$ cat config.mk
export PLATFORM = sky130hd
export DESIGN_NAME = ts_queue
export DESIGN_NICKNAME = d
export VERILOG_FILES = /design/src/hw/rtl/ts_pkg.sv /design/src/hw/rtl/ts_queue.sv
export SDC_FILE = /design/constraint.sdc
export NUM_CORES = 1
export LEC_CHECK = 0
export BUFFER_PORTS_ARGS = -buffer_cell sky130_fd_sc_hd__buf_4
export CORE_ASPECT_RATIO = 1.25
export CORE_MARGIN = 10
export CORE_UTILIZATION = 50
export DETAILED_ROUTE_END_ITERATION = 7
export GPL_TIMING_DRIVEN = 0
export PLACE_DENSITY_LB_ADDON = 0.1
export SYNTH_ARGS = -nofsm -noshare
export SYNTH_HDL_FRONTEND = slang
export SYNTH_SLANG_ARGS = --single-unit
$ cat constraint.sdc
create_clock -name clk -period 13.1 [get_ports clk]
set_clock_uncertainty 0.15 [all_clocks]
set_input_delay 0.655 -clock clk [delete_from_list [all_inputs] [get_ports clk]]
set_output_delay 0.655 -clock clk [all_outputs]
set_load 0.02 [all_outputs]
$ cat src/hw/rtl/ts_pkg.sv
// Shared types and widths for the triangle setup block.
// No dependencies; imported by the front, queue, back and top level.
package ts_pkg;

	localparam int CoordW = 16;
	localparam int EdgeW  = 17;
	localparam int CrossW = 34;
	localparam int DotW   = 35;
	localparam int LenW   = 70;
	localparam int QDepth = 4;
	localparam int QIdxW  = $clog2(QDepth);
	localparam int QCntW  = $clog2(QDepth + 1);

	localparam logic [1:0] SlotEdge0  = 2'd0;
	localparam logic [1:0] SlotEdge1  = 2'd1;
	localparam logic [1:0] SlotNormal = 2'd2;
	localparam logic [1:0] SlotCentre = 2'd3;

	typedef logic signed [EdgeW-1:0]  edge_t;
	typedef logic signed [CrossW-1:0] cross_t;
	typedef logic signed [DotW-1:0]   dot_t;

	typedef struct packed {
		edge_t  [2:0] e0;
		edge_t  [2:0] e1;
		cross_t [2:0] cr;
		dot_t         d00;
		dot_t         d11;
		dot_t         d01;
		edge_t  [2:0] cen;
	} entry_t;

	typedef struct packed {
		logic             full;
		logic             empty;
		logic [QCntW-1:0] count;
	} q_status_t;

endpackage

$ cat src/hw/rtl/ts_queue.sv
// Short queue between front and back end.
// Depends on ts_pkg.
module ts_queue (
	input  logic              clk,
	input  logic              arst_n,
	input  logic              push,
	input  ts_pkg::entry_t    push_data,
	input  logic              pop,
	output ts_pkg::entry_t    head,
	output ts_pkg::q_status_t qstat
);
	import ts_pkg::*;

	entry_t           mem_q [QDepth];
	logic [QIdxW-1:0] wr_q, rd_q;
	logic [QCntW-1:0] cnt_q;
	logic             do_pop;

	assign do_pop = pop && (cnt_q != '0);

	always_ff @(posedge clk or negedge arst_n) begin
		if (!arst_n) begin
			wr_q  <= '0;
			rd_q  <= '0;
			cnt_q <= '0;
		end else begin
			if (push) wr_q <= wr_q + 1'b1;
			if (do_pop) rd_q <= rd_q + 1'b1;
			cnt_q <= cnt_q + QCntW'(push) - QCntW'(do_pop);
		end
	end

	always_ff @(posedge clk) begin
		if (push) mem_q[wr_q] <= push_data;
	end

	assign head        = mem_q[rd_q];
	assign qstat.count = cnt_q;
	assign qstat.empty = (cnt_q == '0);
	assign qstat.full  = (cnt_q == QCntW'(QDepth));

endmodule

==> impl_table.tex <==
\begin{tabular}{lr}
\hline
Metric & Value \\
\hline
\multicolumn{2}{l}{\textbf{Drt}} \\
Number of detailed-routing iterations run before antenna repair & 5 \\
Detailed-route via count & 25400 \\
Post-Route WL & 125000 um \\
DRC & 0 \\
Remaining antenna violation count after routing & 0 \\
Routed via count divided by cell count & 5.47 \\
DR WL/cell & 27.0 um \\
Count of routing violations after the opening detailed-route iteration & 1781 \\
\multicolumn{2}{l}{\textbf{GRT}} \\
Global routing usage summed across all routing layers & 21.2\% \\
Global-route wire length before repair & 184000 um \\
Number of antenna violations at the first check in global routing & 28 \\
Vias in the first global route & 27700 \\
Largest net degree at the start of global routing & 58 \\
Gr ovfl total & 0 \\
\multicolumn{2}{l}{\textbf{Layout}} \\
Non-Filler Cell Area, Final & 68400 um\^{}2 \\
Most common cell after layout, fill and taps aside & sky130\_fd\_sc\_hd\_\_edfxtp\_1 \\
Layout Nets & 3547 \\
Area grow syn2layout & 30.8\% \\
Commonest non-fill, non-tap cells in the layout & sky130\_fd\_sc\_hd\_\_edfxtp\_1, sky130\_fd\_sc\_hd\_\_buf\_4, sky130\_fd\_sc\_hd\_\_dlygate4sd3\_1 \\
Final core occ & 65.9\% \\
Final std cells w/o fill & 4648 \\
Layout cell share with drive strength beyond 1 & 42.1\% \\
Number of fillers in the final layout & 6780 \\
\multicolumn{2}{l}{\textbf{STA}} \\
Accumulated negative setup slack & 0 ns \\
Hold violation total from the final report & 0 \\
RSZ-0062 raised after global routing & no \\
Final clock period utilization by the worst path & 29.9\% \\
Total count of max-transition violations in the final report & 0 \\
Final Critical Period & 3.91 ns \\
Measured slew at the worst slew-check pin & 0.951 ns \\
Total of endpoints with negative setup slack in the final report & 0 \\
Max-slew headroom at the worst pin & 36.6\% \\
Worst path setup slack after routing & 9.19 ns \\
Fmax & 0.256 GHz \\
\multicolumn{2}{l}{\textbf{Setup path}} \\
Series of cell instances along the critical path & buf\_2 -> clkbuf\_1 -> buf\_2 -> mux4\_2 -> buf\_4 \\
Data arrival time at the worst-slack endpoint & 3.11 ns \\
Kind of critical path & reg2out \\
Critical Path Max Stage Delay & 0.67 ns \\
Cell occurring most often along the worst timing path & sky130\_fd\_sc\_hd\_\_buf\_2 \\
Maximum fanout along the worst path & 10 \\
Startpoint types & flop \\
Slowest cell on the critical path & sky130\_fd\_sc\_hd\_\_clkbuf\_1 \\
Req. time, crit path & 12.30 ns \\
Crit end category & primary output \\
\multicolumn{2}{l}{\textbf{Placed design}} \\
Worst slack at placement & 9.80 ns \\
Inst Count DP & 4012 \\
Routability congestion estimate from global placement & 0.773 \\
Placement Cell Area & 60200 um\^{}2 \\
Detail Placement HPWL & 83800 um \\
Count of input and output buffers & 728 \\
\multicolumn{2}{l}{\textbf{Clocking}} \\
Post-CTS setup buffers & 0 \\
Number of sinks handled by clock tree synthesis & 1447 \\
Clock Path Buffers & 3 \\
CTS H-tree lvls & 4 \\
Clock network latency to the later pin of the worst-skew pair & 0.72 ns \\
Post-CTS resize count & 0 \\
Clock root buffer & sky130\_fd\_sc\_hd\_\_clkbuf\_16 \\
CTS clk-pin slew, worst paths & 0.06 ns \\
Total of hold buffers inserted after clock tree synthesis & 362 \\
Number of buffers created by CTS & 140 \\
CTS tree & yes \\
\multicolumn{2}{l}{\textbf{Logic synthesis}} \\
Post-synthesis cell type count & 20 \\
Instance count of the mapped netlist & 1916 \\
Synthesized net count & 2287 \\
Number of flip-flops and latches in the synthesized netlist & 1447 \\
Sequential element share of the synthesized area & 83.0\% \\
Netlist Area Pre-Place & 52300 um\^{}2 \\
Synthesized area per cell & 27.3 um\^{}2 \\
Synthesis warning total & 0 \\
\multicolumn{2}{l}{\textbf{Pwr}} \\
Ratio of total power to cell area & 231 nW/um\^{}2 \\
Maximum ir drop on the vdd rail & 0.000215 V \\
Reported leakage power & 23.6 nW \\
\multicolumn{2}{l}{\textbf{Status}} \\
Status & finished, final reports clean \\
\multicolumn{2}{l}{\textbf{Job}} \\
Max cap viols & 0 \\
\multicolumn{2}{l}{\textbf{Floorplan}} \\
Area of the die & 118000 um\^{}2 \\
Area of the placeable core & 104000 um\^{}2 \\
Row Count & 132 \\
Chip height & 382 um \\
Number of top-level pins & 729 \\
Die W & 309 um \\
Starting density of the core & 50.4\% \\
\multicolumn{2}{l}{\textbf{Hold path}} \\
Class of the tightest hold or removal check & in2reg \\
\hline
\end{tabular}
==> critical path: cells and delay by family, from the launching register on <==
family | cells | cell delay (ns)
buffers and inverters | 4 | 1.66
DFF | 1 | 0.31
muxes | 1 | 0.40
==> metrics by stage <==
stage                     total power, mW  hold slack, ns
after floorplan                      9.84           0.209
after global placement               12.5           0.323
after detailed placement             12.0           0.326
after CTS                            16.1          0.0330
after global routing                 16.5          0.0944
final                                15.8           0.108
==> area by class of cell <==
class	instances	area [um^2]	area share, %
sequential	1447	43400	63.5
multi-input combinational	382	8320	12.2
tap	1340	1680	2.45
antenna	20	50.0	0.0732
clock inverter	77	723	1.06
clock buffer	177	3810	5.57
buffer	80	561	0.820
inverter	7	26.3	0.0384
timing repair buffer	1118	9810	14.3
==> cell usage after synthesis <==
master                     instances  area share (%)
sky130_fd_sc_hd__edfxtp_1       1440              83
sky130_fd_sc_hd__mux4_2          360              15
sky130_fd_sc_hd__buf_2            34            0.33
sky130_fd_sc_hd__buf_6            20            0.43
sky130_fd_sc_hd__buf_4            18            0.26
sky130_fd_sc_hd__dfrtp_1           7            0.33
sky130_fd_sc_hd__inv_1             7           0.050
sky130_fd_sc_hd__clkbuf_1          6           0.043
sky130_fd_sc_hd__ha_1              6            0.14
sky130_fd_sc_hd__and2_1            4           0.048
sky130_fd_sc_hd__xnor2_1           4           0.067
sky130_fd_sc_hd__buf_1             2           0.014
sky130_fd_sc_hd__and3_1            1           0.012
sky130_fd_sc_hd__fa_1              1           0.038
sky130_fd_sc_hd__nand2_1           1          0.0072
sky130_fd_sc_hd__nor3_1            1          0.0096
sky130_fd_sc_hd__o21ai_0           1          0.0096
sky130_fd_sc_hd__o311ai_0          1           0.017
sky130_fd_sc_hd__o31ai_1           1           0.014
sky130_fd_sc_hd__xor2_1            1           0.017
==> cells by family (layout without fill, tap and decap cells) <==
| family | Yosys count | in the layout | share of synthesized area [%] |
|---|---|---|---|
| adders and majority gates | 7 | 7 | 0.182 |
| muxes | 360 | 360 | 15.5 |
| xor gates and xnor gates | 5 | 5 | 0.0837 |
| AOI/OAI and AO/OA | 3 | 3 | 0.0407 |
| other | 0 | 20 | 0 |
| buffers and inverters | 87 | 1459 | 1.12 |
| DFF | 1447 | 1447 | 83.0 |
| and+or+nand+nor | 7 | 7 | 0.0765 |
==> routing by layer <==
| layer | global-route usage, % | share of wire, % | vias to the layer above | wire, um |
|---|---|---|---|---|
| li1 | - | - | 10900 | - |
| met1 | 25.7 | 37 | 13400 | 46600 |
| met2 | 35.1 | 51 | 884 | 63500 |
| met3 | 7.03 | 8.4 | 210 | 10500 |
| met4 | 8.36 | 3.7 | 22 | 4580 |
| met5 | 0 | 0.11 | - | 136 |
==> sequential cells by signal, summed over array words and instances, names as in the netlist <==
signal and cells:
rd_q 2, mem_q 1440, cnt_q 3, wr_q 2
==> path summary, 6_finish.rpt <==
check / start / end / slack [ns] / depth (start not counted)
min in group asynchronous: arst_n / wr_q[0] / 0.22 / 2
max: rd_q[1] / head[327] / 9.19 / 5
min: pop / rd_q[0] / 0.11 / 3
max in group asynchronous: arst_n / rd_q[0] / 12.46 / 2
max reg2reg: wr_q[0] / mem_q[0][217] / 10.21 / 6
min reg2reg: wr_q[0] / wr_q[0] / 0.39 / 1
==> report_power, final <==
part,internal [mW],switching (mW),total (mW)
sequential,6.04,0.169,6.21
combinational,2.44,3.23,5.67
clock,2.32,1.64,3.96
total,10.8,5.03,15.8
Note: power is estimated with default switching activity, not from simulation.
